### src/sv/swat_pkg.sv
// Package for the service whitelist table: types, codes and field widths.
package swat_pkg;

  localparam int KEY_W       = 25;
  localparam int CNT_W       = 13;
  localparam int ADDR_W      = 64;
  localparam int IN_TDATA_W  = 320;
  localparam int OUT_TDATA_W = 24;
  localparam int DEF_BUCKET_BITS = 10;
  localparam int DEF_WAYS        = 4;

  // Request opcodes.
  localparam logic [1:0] OP_CHECK  = 2'd0;
  localparam logic [1:0] OP_ADD    = 2'd1;
  localparam logic [1:0] OP_DELETE = 2'd2;

  // Status codes.
  localparam logic [1:0] ST_OK        = 2'd0;
  localparam logic [1:0] ST_EXISTS    = 2'd1;
  localparam logic [1:0] ST_NOT_FOUND = 2'd2;
  localparam logic [1:0] ST_FULL      = 2'd3;

  // Access control answers.
  localparam logic [1:0] ACL_UNSET   = 2'd0;
  localparam logic [1:0] ACL_ALLOWED = 2'd1;
  localparam logic [1:0] ACL_DENIED  = 2'd2;

  // One stored entry, apart from its valid bit.
  typedef struct packed {
    logic [KEY_W-1:0]  key;
    logic [ADDR_W-1:0] svc_hi;
    logic [ADDR_W-1:0] svc_lo;
    logic [ADDR_W-1:0] cli_hi;
    logic [ADDR_W-1:0] cli_lo;
  } slot_t;

  // Commands from the controller to the datapath.
  typedef struct packed {
    logic clr;
    logic load;
    logic hash;
    logic addr;
    logic eval;
    logic commit;
  } swat_cmd_t;

  // Status from the datapath to the controller.
  typedef struct packed {
    logic clr_done;
    logic out_free;
  } swat_stat_t;

  // Address comparison: IPv4 compares only bits 31:0 of the low word.
  function automatic logic addr_same(input logic fam,
                                     input logic [ADDR_W-1:0] ah, input logic [ADDR_W-1:0] al,
                                     input logic [ADDR_W-1:0] bh, input logic [ADDR_W-1:0] bl);
    logic r;
    if (!fam) begin
      r = (al[31:0] == bl[31:0]);
    end else begin
      r = (ah == bh) && (al == bl);
    end
    return r;
  endfunction

endpackage

### src/sv/swat_ctrl.sv
// Controller state machine: table clearing after reset and the request sequence.
module swat_ctrl
  import swat_pkg::*;
(
  input  logic       clk,
  input  logic       rst,
  input  logic       in_valid,
  output logic       in_ready,
  input  swat_stat_t stat,
  output swat_cmd_t  cmd,
  output logic       clearing
);

  typedef enum logic [6:0] {
    S_CLR  = 7'b0000001,
    S_IDLE = 7'b0000010,
    S_HASH = 7'b0000100,
    S_ADDR = 7'b0001000,
    S_READ = 7'b0010000,
    S_EVAL = 7'b0100000,
    S_FIN  = 7'b1000000
  } state_t;

  state_t state, state_next;

  // State register.
  always_ff @(posedge clk) begin
    if (rst) begin
      state <= S_CLR;
    end else begin
      state <= state_next;
    end
  end

  // Next state and commands.
  always_comb begin
    state_next = state;
    cmd        = '0;
    case (state)
      S_CLR: begin
        cmd.clr = 1'b1;
        if (stat.clr_done) begin
          state_next = S_IDLE;
        end
      end
      S_IDLE: begin
        if (in_valid) begin
          cmd.load   = 1'b1;
          state_next = S_HASH;
        end
      end
      S_HASH: begin
        cmd.hash   = 1'b1;
        state_next = S_ADDR;
      end
      S_ADDR: begin
        cmd.addr   = 1'b1;
        state_next = S_READ;
      end
      S_READ: begin
        state_next = S_EVAL;
      end
      S_EVAL: begin
        cmd.eval   = 1'b1;
        state_next = S_FIN;
      end
      S_FIN: begin
        if (stat.out_free) begin
          cmd.commit = 1'b1;
          state_next = S_IDLE;
        end
      end
      default: begin
        state_next = S_CLR;
      end
    endcase
  end

  assign in_ready = (state == S_IDLE);
  assign clearing = (state == S_CLR);

endmodule

### config.mk
export PLATFORM = sky130hd
export DESIGN_NAME = swat_ctrl
export DESIGN_NICKNAME = d
export VERILOG_FILES = /design/src/sv/swat_pkg.sv /design/src/sv/swat_ctrl.sv
export SDC_FILE = /design/constraint.sdc
export NUM_CORES = 1
export LEC_CHECK = 0
export BUFFER_PORTS_ARGS = -buffer_cell sky130_fd_sc_hd__buf_4
export CAP_MARGIN = 30
export CORE_MARGIN = 2
export CORE_UTILIZATION = 30
export CTS_BUF_LIST = sky130_fd_sc_hd__clkbuf_16
export CTS_CLUSTER_SIZE = 10
export DETAILED_ROUTE_END_ITERATION = 7
export PLACE_DENSITY = 0.56
export RECOVER_POWER = 25
export SYNTH_ARGS = -nofsm -noshare
export SYNTH_HDL_FRONTEND = slang
export SYNTH_SLANG_ARGS = --single-unit
### constraint.sdc
create_clock -name clk -period 2.2 [get_ports clk]
set_input_delay 0.11 -clock clk [delete_from_list [all_inputs] [get_ports clk]]
set_output_delay 0.11 -clock clk [all_outputs]
set_load 0.05 [all_outputs]
---- Yosys cells after proc, flatten, opt, wreduce, memory -nomap -nowiden ----
Cells that the tools add are included.
operators by class
  equality and inequality tests ........... 10
  muxes and demuxes ....................... 12
  reduce and logical (&&, ||, !) cells .... 1
operators by type and width
  cell                                                 count
  one-hot mux 7 bit (7 select lines)                   1
  2-to-1 mux 7 bit                                     3
  2-to-1 mux 1 bit                                     8
  equality test 7 x 1 -> 1 bit, second input constant  1
  equality test 7 x 2 -> 1 bit, second input constant  1
  equality test 7 x 3 -> 1 bit, second input constant  1
  equality test 7 x 4 -> 1 bit, second input constant  1
  equality test 7 x 5 -> 1 bit, second input constant  1
  equality test 7 x 6 -> 1 bit, second input constant  1
  equality test 7 bit, second input constant           1
  inequality test 2 bit, second input constant         3
  AND reduction 3 bit                                  1
storage, ports and cells
  register bits after elaboration ......... 7
  bits of input ports ..................... 5
  output and inout bits ................... 8

---- Depth between registers and ports, before layout ----
Gate-level depths: netlist of the first run.
  depth in word-level cells ............... 3
  depth in mapped cells ................... 4
  mapped depth without buffers ............ 4

---- Worst setup path after synthesis of the first run ----
No wires, ideal clock.
  kind .................................... register to output
  start point ............................. register state[5]
  end point ............................... output port cmd[0] (netlist bit)
  arrival time ............................ 2.099 ns
  slack ................................... -0.009 ns
  cell stages (with the launch flop) ...... 4
  path through ............................ dfxtp_1 -> nor2_1 -> nand2_2 -> nor4_1
RTL lines
  what                      line             RTL
  start: declaration        swat_ctrl.sv:24  state_t state, state_next;
  start signal: assignment  swat_ctrl.sv:31  state <= state_next;
  end: declaration          swat_ctrl.sv:10  output swat_cmd_t cmd,

---- Final worst setup path of the first run ----
  start point ............................. register state[4]
  end point ............................... output port clearing
between the ends
  cells in the longest elaborated chain, start to end .. 1
ends and longest elaborated chain
  what                          line             RTL
  equality test 7 x 1 -> 1 bit  swat_ctrl.sv:80  assign clearing = (state == S_CLR);
  end: declaration              swat_ctrl.sv:11  output logic clearing
Every way passes these cells.

==> results of run 1 <==
## kinds of logic (layout without fill, tap and decap cells)
family | count (synthesis) | after routing
flops | 7 | 7
xor+xnor | 1 | 1
simple gates | 27 | 27
buf+inv | 9 | 22
compound gates | 11 | 11
## worst max-delay path, cell delays in order (launching register included)
cell,delay [ps]
dfxtp_1,380
nor4_1,480
and3_1,330
buf_4,230
## layout by cell type, fill, tap and decap left out, types with 2 or more instances in the layout
master,netlist,routed
inv_1,6,7
o21ai_0,5,5
nor4b_1,2,2
clkbuf_16,0,3
nand2b_1,2,2
nor3_1,2,2
buf_4,2,12
and3_1,1,2
nand2_1,2,2
nor2_1,8,8
nor4_1,3,3
dfxtp_1,7,7
## path summary, 6_finish.rpt
path,startpoint,to,cells past startpoint
max,state[4],clearing,3
min reg2reg,state[4],state[5],2
max reg2reg,state[0],state[4],4
min,rst,state[0],3
## cell type report
class | instances | area share (%)
well taps | 15 | 3.106
clock inverters | 1 | 0.6211
flip-flops and latches | 7 | 23.19
inverters | 6 | 3.727
repair buffers | 12 | 14.91
clock buffers | 3 | 12.42
multi-input cells | 39 | 42.03
## power groups by stage
stage          registers, mW  logic [mW]  clock network [mW]
6_report               0.154       0.151               0.307
5_1_grt                0.157       0.159               0.318
4_1_cts                0.155       0.160               0.312
3_5_place_dp           0.157       0.159                   0
3_3_place_gp           0.158       0.161                   0
2_1_floorplan          0.146       0.138                   0
## per-layer routing
layer	up-vias	GRT usage, %
met2	7	18.15
met4	0	11.25
met1	203	16.15
li1	218	-
met3	4	5.172
met5	-	0
==> metrics.md, run 1 <==
| Metric | Value |
|---|---|
| Status | `complete, no violations` |
| Post-Synth Adder-Cell Area | `0%` |
| Top cell type's share of synthesized area | `31.37%` |
| Fin area | `604.3 um^2` |
| Syn Nets | `60` |
| Most frequent cells after synthesis | `nor2_1 (8), dfxtp_1 (7), inv_1 (6)` |
| Worst Clk Skew | `3.548 ps` |
| DRT Pass-1 Iters | `4` |
| DRC viols | `0` |
| Chip width | `~43 um` |
| Worst-skew pair later-pin latency | `230 ps` |
| # rows | `13` |
| Placed cells | `79` |
| Fin. max-slew vios | `0` |
| Setup TNS | `0 ps` |
| Hold violation count in the final report | `0` |
| Routed wl met2 | `between 400 and 500 um` |
| Placeable core area | `1350 um^2` |
| Gr ovfl total | `0` |
| Clock power share | `50.2%` |
| Share of synthesized registers carrying an async set or reset | `0%` |
| CTS Buf Count | `3` |
| Maxcap violations | `0` |
| Ys Warns | `0` |
| Post-DP Area | `approximately 540 um^2` |
| Post-synthesis mux area share | `0%` |
| Total GRT Usage | `13.37%` |
| Top-count cell post-synth | `nor2_1` |
| Top_reg_cell synth | `dfxtp_1` |
| CTS tree | `built` |
| PostCTS Resize Cnt | `0` |
| Inserted Diodes | `0` |
| Syn avg cell area | `8.121 um^2` |
| Req. time, crit path | `2090 ps` |
| DR WL met3 | `40 um` |
| Clk Tree Root Cell | `clkbuf_16` |
| Fin crit period | `about 1800 ps` |
| Worst Path Max Fanout | `8` |
| Synth unique cells | `26` |
| Synthesized instance count | `55` |
| Port bufs | `12` |
| Vias in the first global route | `387` |
| Nets | `74` |
| PwrDens | `1014 nW/um^2` |
| Max reg flops | `7` |
| Combinational power share | `24.6%` |
| Total power | `0.6127 mW` |
| Reg clk slew, reported paths | `40 ps` |
| Initial drt markers | `10` |
| Sequential share of power | `25.2%` |
| Layout cells sized above 1 | `30.88%` |
| Final Setup Violations | `0` |
| Largest Register | `state` |
| Synth area leader | `dfxtp_1` |
| Final non-filler cell total | `83` |
| Place WS | `761.4 ps` |
| FILL cells | `142` |
| Worst Setup End Kind | `primary output` |
| Net load switching power | `0.1900 mW` |
| Die Y | `42.59 um` |
| Vias per cell | `around 5.2` |
| RD Place Congestion | `0.8435` |
| RSZ-0062 raised after global routing | `false` |
| Largest family of logic cells by synthesized area | `simple AND/OR/NAND/NOR gates` |
| Area grow syn2layout | `35.29%` |
| Max Used Layer | `met4` |
| Slew headroom | `59.66%` |
| H-tree depth | `1` |
| Total die area | `~1800 um^2` |
| Total wire length | `1018 um` |
| Biggest regs | `state: 7 flops` |
| Post-Synth Simple-Gate Area | `38.66%` |
| Sw Share | `a little under a third` |
| Seq. cell area | `around 140 um^2` |
| Final worst slack | `between 400 and 500 ps` |
| Initial antenna violation count | `0` |
| CP startpoint kind | `flop` |
| Vias post-DR | `432` |
| Max Fclk | `568.6 MHz` |
| WL met1 | `521 um` |
| Clk buf depth | `2` |
| Reg2Reg Setup Slack | `680 ps` |
| Crit Path Class | `flop to primary output` |
| Hold Slack | `73.28 ps` |
| Worst-Margin Slew | `600.0 ps` |
| Initial Util | `33.09%` |
| Post-layout util | `about 45%` |
| Wire per inst | `12.27 um` |
| Largest net degree at the start of global routing | `13` |
| HP Class | `input port to flop` |
| Internal power | `0.4227 mW` |
| Routed Antenna Nets | `0` |
| CP arrival | `1650 ps` |
| Sequential share of the synthesized area | `31.37%` |
| Hold_buf cts | `0` |
| First-pass GRT wire length | `1752 um` |
| Postcts setup bufs | `0` |
| Compound-Gate Fraction of Synth Area | `18.49%` |
| Ports | `13` |
| Register bit total from synthesis | `7` |
| Clock Sinks | `7` |
| Synth area leaders | `dfxtp_1 (31%), nor2_1 (6.7%), o21ai_0 (5.6%), inv_1 (5.0%), nor4_1 (4.2%)` |
| Syn Std Cell Area | `446.7 um^2` |
| Peak supply drop | `0.4782 mV` |
| Lkg Pwr | `0.2710 nW` |
| EDFF count, synth | `0` |
| Xor/xnor share of the synthesized area | `1.961%` |
| Post-DP HPWL | `746.5 um` |
| Final Cycle Share | `79.94%` |
| Area occupied by multi-input gates | `between 200 and 300 um^2` |
(Power assumes the default switching activity.)
==> inputs of run 2 (changes only) <==
--- a/config.mk
+++ b/config.mk
@@ -5,6 +5,7 @@
 export SDC_FILE = /design/constraint.sdc
 export NUM_CORES = 1
 export LEC_CHECK = 0
+export ABC_AREA = 1
 export BUFFER_PORTS_ARGS = -buffer_cell sky130_fd_sc_hd__buf_4
 export CAP_MARGIN = 30
 export CORE_MARGIN = 2
@@ -12,7 +13,7 @@
 export CTS_BUF_LIST = sky130_fd_sc_hd__clkbuf_16
 export CTS_CLUSTER_SIZE = 10
 export DETAILED_ROUTE_END_ITERATION = 7
-export PLACE_DENSITY = 0.56
+export PLACE_DENSITY = 0.58
 export RECOVER_POWER = 25
 export SYNTH_ARGS = -nofsm -noshare
 export SYNTH_HDL_FRONTEND = slang
==> constraint.sdc (replaced) <==
create_clock -name clk -period 1.5 [get_ports clk]
set_input_delay 0.075 -clock clk [delete_from_list [all_inputs] [get_ports clk]]
set_output_delay 0.075 -clock clk [all_outputs]
set_load 0.05 [all_outputs]
==> metrics.md, run 2 <==
| Metric | Value |
|---|---|
| Status | `complete, no violations` |
| Max Fclk | `742.4 MHz` |
| First-pass GRT wire length | `1531 um` |
| Synth area leaders | `dfxtp_1 (32%), inv_1 (15%), nand2_1 (13%), nor2_1 (10%), nand3_1 (5.7%)` |
| Largest Register | `state` |
| Syn Std Cell Area | `441.7 um^2` |
| R2R Path Start | `state[4]` |
| Sequential share of the synthesized area | `a little under a third` |
| Most Frequent Cell on Critical Path | `nor2_2` |
| Most frequent cells in the layout | `inv_1 (19), nand2_1 (16), nor2_1 (12), buf_4 (12), dfxtp_1 (7)` |
| Vias per cell | `4.216` |
| Ys Warns | `0` |
| DRT Pass-1 Iters | `3` |
| Largest net degree at the start of global routing | `7` |
| Peak supply drop | `0.7234 mV` |
| Hold violation count in the final report | `0` |
| Syn Nets | `78` |
| Most frequent cells after synthesis | `inv_1 (18), nand2_1 (15), nor2_1 (12)` |
| Ports | `13` |
| Worst path cell trace | `nor2_2 > nand2_1 > nor2_2 > inv_2 > nor2_1 > buf_4` |
| Fin crit period | `1347 ps` |
| Combinational power share | `28.0%` |
| Worst-Margin Slew | `198.8 ps` |
| Worst Path Max Fanout | `3` |
| Crit path buffers/inverters | `2` |
| Worst Setup End Kind | `primary output` |
| Layout cells sized above 1 | `between 20% and 30%` |
| Clock Sinks | `7` |
| Clk buf depth | `2` |
| Share of synthesized registers carrying an async set or reset | `0%` |
| # rows | `13` |
| Commonest non-fill, non-tap cell in the layout | `inv_1` |
| Delay-heaviest family, CP | `simple AND/OR/NAND/NOR gates` |
| Port bufs | `12` |
| Synth area leader | `dfxtp_1` |
| Crit Path Class | `flop to primary output` |
| Fin. max-slew vios | `0` |
| PostCTS Resize Cnt | `0` |
| FILL cells | `about 140` |
| HP Class | `input port to flop` |
| CTS Buf Count | `3` |
| Postcts setup bufs | `0` |
| Internal power | `~0.63 mW` |
| Inserted Diodes | `0` |
| Register bit total from synthesis | `7` |
| Net load switching power | `between 0.2 and 0.3 mW` |
| Maxcap violations | `0` |
| RD Place Congestion | `just over 0.7` |
| Top cell type's share of synthesized area | `31.73%` |
| Post-DP HPWL | `735.4 um` |
| DRC viols | `0` |
| Vias post-DR | `430` |
| Final Setup Violations | `0` |
| Sequential share of power | `between 20% and 30%` |
| Biggest regs | `state: 7 flops` |
| Max reg flops | `7` |
| Req. time, crit path | `1420 ps` |
| H-tree depth | `1` |
| Hold Slack | `between 50 and 60 ps` |
| Crit path largest cell delay | `320 ps` |
| Initial Util | `approximately 33%` |
| Nets | `93` |
| Hold_buf cts | `0` |
| Chip width | `42.37 um` |
| Placeable core area | `1334 um^2` |
| Slew headroom | `86.73%` |
| Syn avg cell area | `6.050 um^2` |
| Area grow syn2layout | `38.53%` |
| Top_reg_cell synth | `dfxtp_1` |
| Initial antenna violation count | `0` |
| Initial drt markers | `10` |
| Worst Clk Skew | `around 1.7 ps` |
| RSZ-0062 raised after global routing | `false` |
| Total GRT Usage | `12.23%` |
| Total die area | `1795 um^2` |
| Wire per inst | `9.127 um` |
| Worst-skew pair later-pin latency | `about 230 ps` |
| Sw Share | `31.32%` |
| Routed Antenna Nets | `0` |
| PwrDens | `around 1500 nW/um^2` |
| EDFF count, synth | `0` |
| Reg clk slew, reported paths | `40 ps` |
| Crit. Startpoint | `state[0]` |
| CTS tree | `built` |
| Setup TNS | `0 ps` |
| Gr ovfl total | `0` |
| CP arrival | `1270 ps` |
| CP startpoint kind | `flop` |
| Top-count cell post-synth | `inv_1` |
| Clock power share | `48.7%` |
| Die Y | `42.37 um` |
| Hold Crit Start | `rst` |
| Synth unique cells | `13` |
| Lkg Pwr | `0.3748 nW` |
| Slowest stage cell, crit path | `dfxtp_1` |
| Total wire length | `about 930 um` |
| Final Cycle Share | `89.79%` |
| Clk Tree Root Cell | `clkbuf_16` |
| Synthesized instance count | `73` |
| Vias in the first global route | `366` |
[run 2: cell count changes in the layout (fill, tap and decap cells not counted), moves of 2 or more]
| cell | previous run | this run |
|---|---|---|
| nor4b_1 | 2 | 0 |
| inv_1 | 7 | 19 |
| nand2b_1 | 2 | 0 |
| nand3_1 | 1 | 5 |
| o21ai_0 | 5 | 0 |
| and3_1 | 2 | 0 |
| nand3_2 | 0 | 2 |
| nand2_1 | 2 | 16 |
| nor2_1 | 8 | 12 |
| nor4_1 | 3 | 0 |
| nor2_2 | 0 | 3 |
[run 2: layout make-up]
type,instances,area (um^2),area share [%]
multi-input combinational,45,212.7,34.76
sequential,7,140.1,22.90
timing repair buffer,12,90.09,14.72
clock buffer,3,75.07,12.27
inverter,19,71.32,11.66
tap,15,18.77,3.067
clock inverter,1,3.754,0.6135
[run 2: logic make-up (layout without fill, tap and decap cells)]
kind of cell | count (synthesis) | in the layout | synth area share [%]
DFF | 7 | 7 | 31.73
and+or+nand+nor | 44 | 44 | 47.59
buffers and inverters | 21 | 35 | 19.54
AOI/OAI and AO/OA | 1 | 1 | 1.132
[run 2: worst paths after layout]
check | endpoint | slack (ps) | cells after the start
setup / recovery | cmd[0] | 150 | 6
hold / removal | state[6] | 60 | 2
setup reg to reg | state[4] | 420 | 6
hold reg to reg | state[5] | 560 | 3
[run 2: metal layers]
metal / part of all wire (%) / vias to the layer above / global-route usage [%]
li1: - / 237 / -
met1: 48 / 176 / 13.33
met2: 40 / 13 / 16.92
met3: 8.1 / 4 / 7.328
met4: 3.7 / 0 / 9.375
met5: 0 / - / 0
[run 2: power groups by stage]
stage                     sequential (mW)  clock (mW)  combinational, mW
after global placement              0.215           0              0.259
after floorplan                     0.214           0              0.207
after CTS                           0.213       0.456              0.259
after detailed placement            0.216           0              0.257
final                               0.213       0.445              0.256
after global routing                0.215       0.471              0.278
[run 2: stage by stage]
step | worst slack [ps] | std cells | utilization [%] | total power [mW] | cell area (um^2)
after floorplan | 77.99 | 73 | - | 0.4208 | 441.7
after CTS | 153.6 | 102 | 46.06 | 0.9278 | 614.3
final | 153.1 | 102 | 45.87 | 0.9136 | 611.8
after global placement | 395.7 | 98 | 40.15 | 0.4741 | 535.5
after global routing | 50.49 | 102 | 45.87 | 0.9642 | 611.8
after detailed placement | 408.4 | 98 | 40.15 | 0.4726 | 535.5
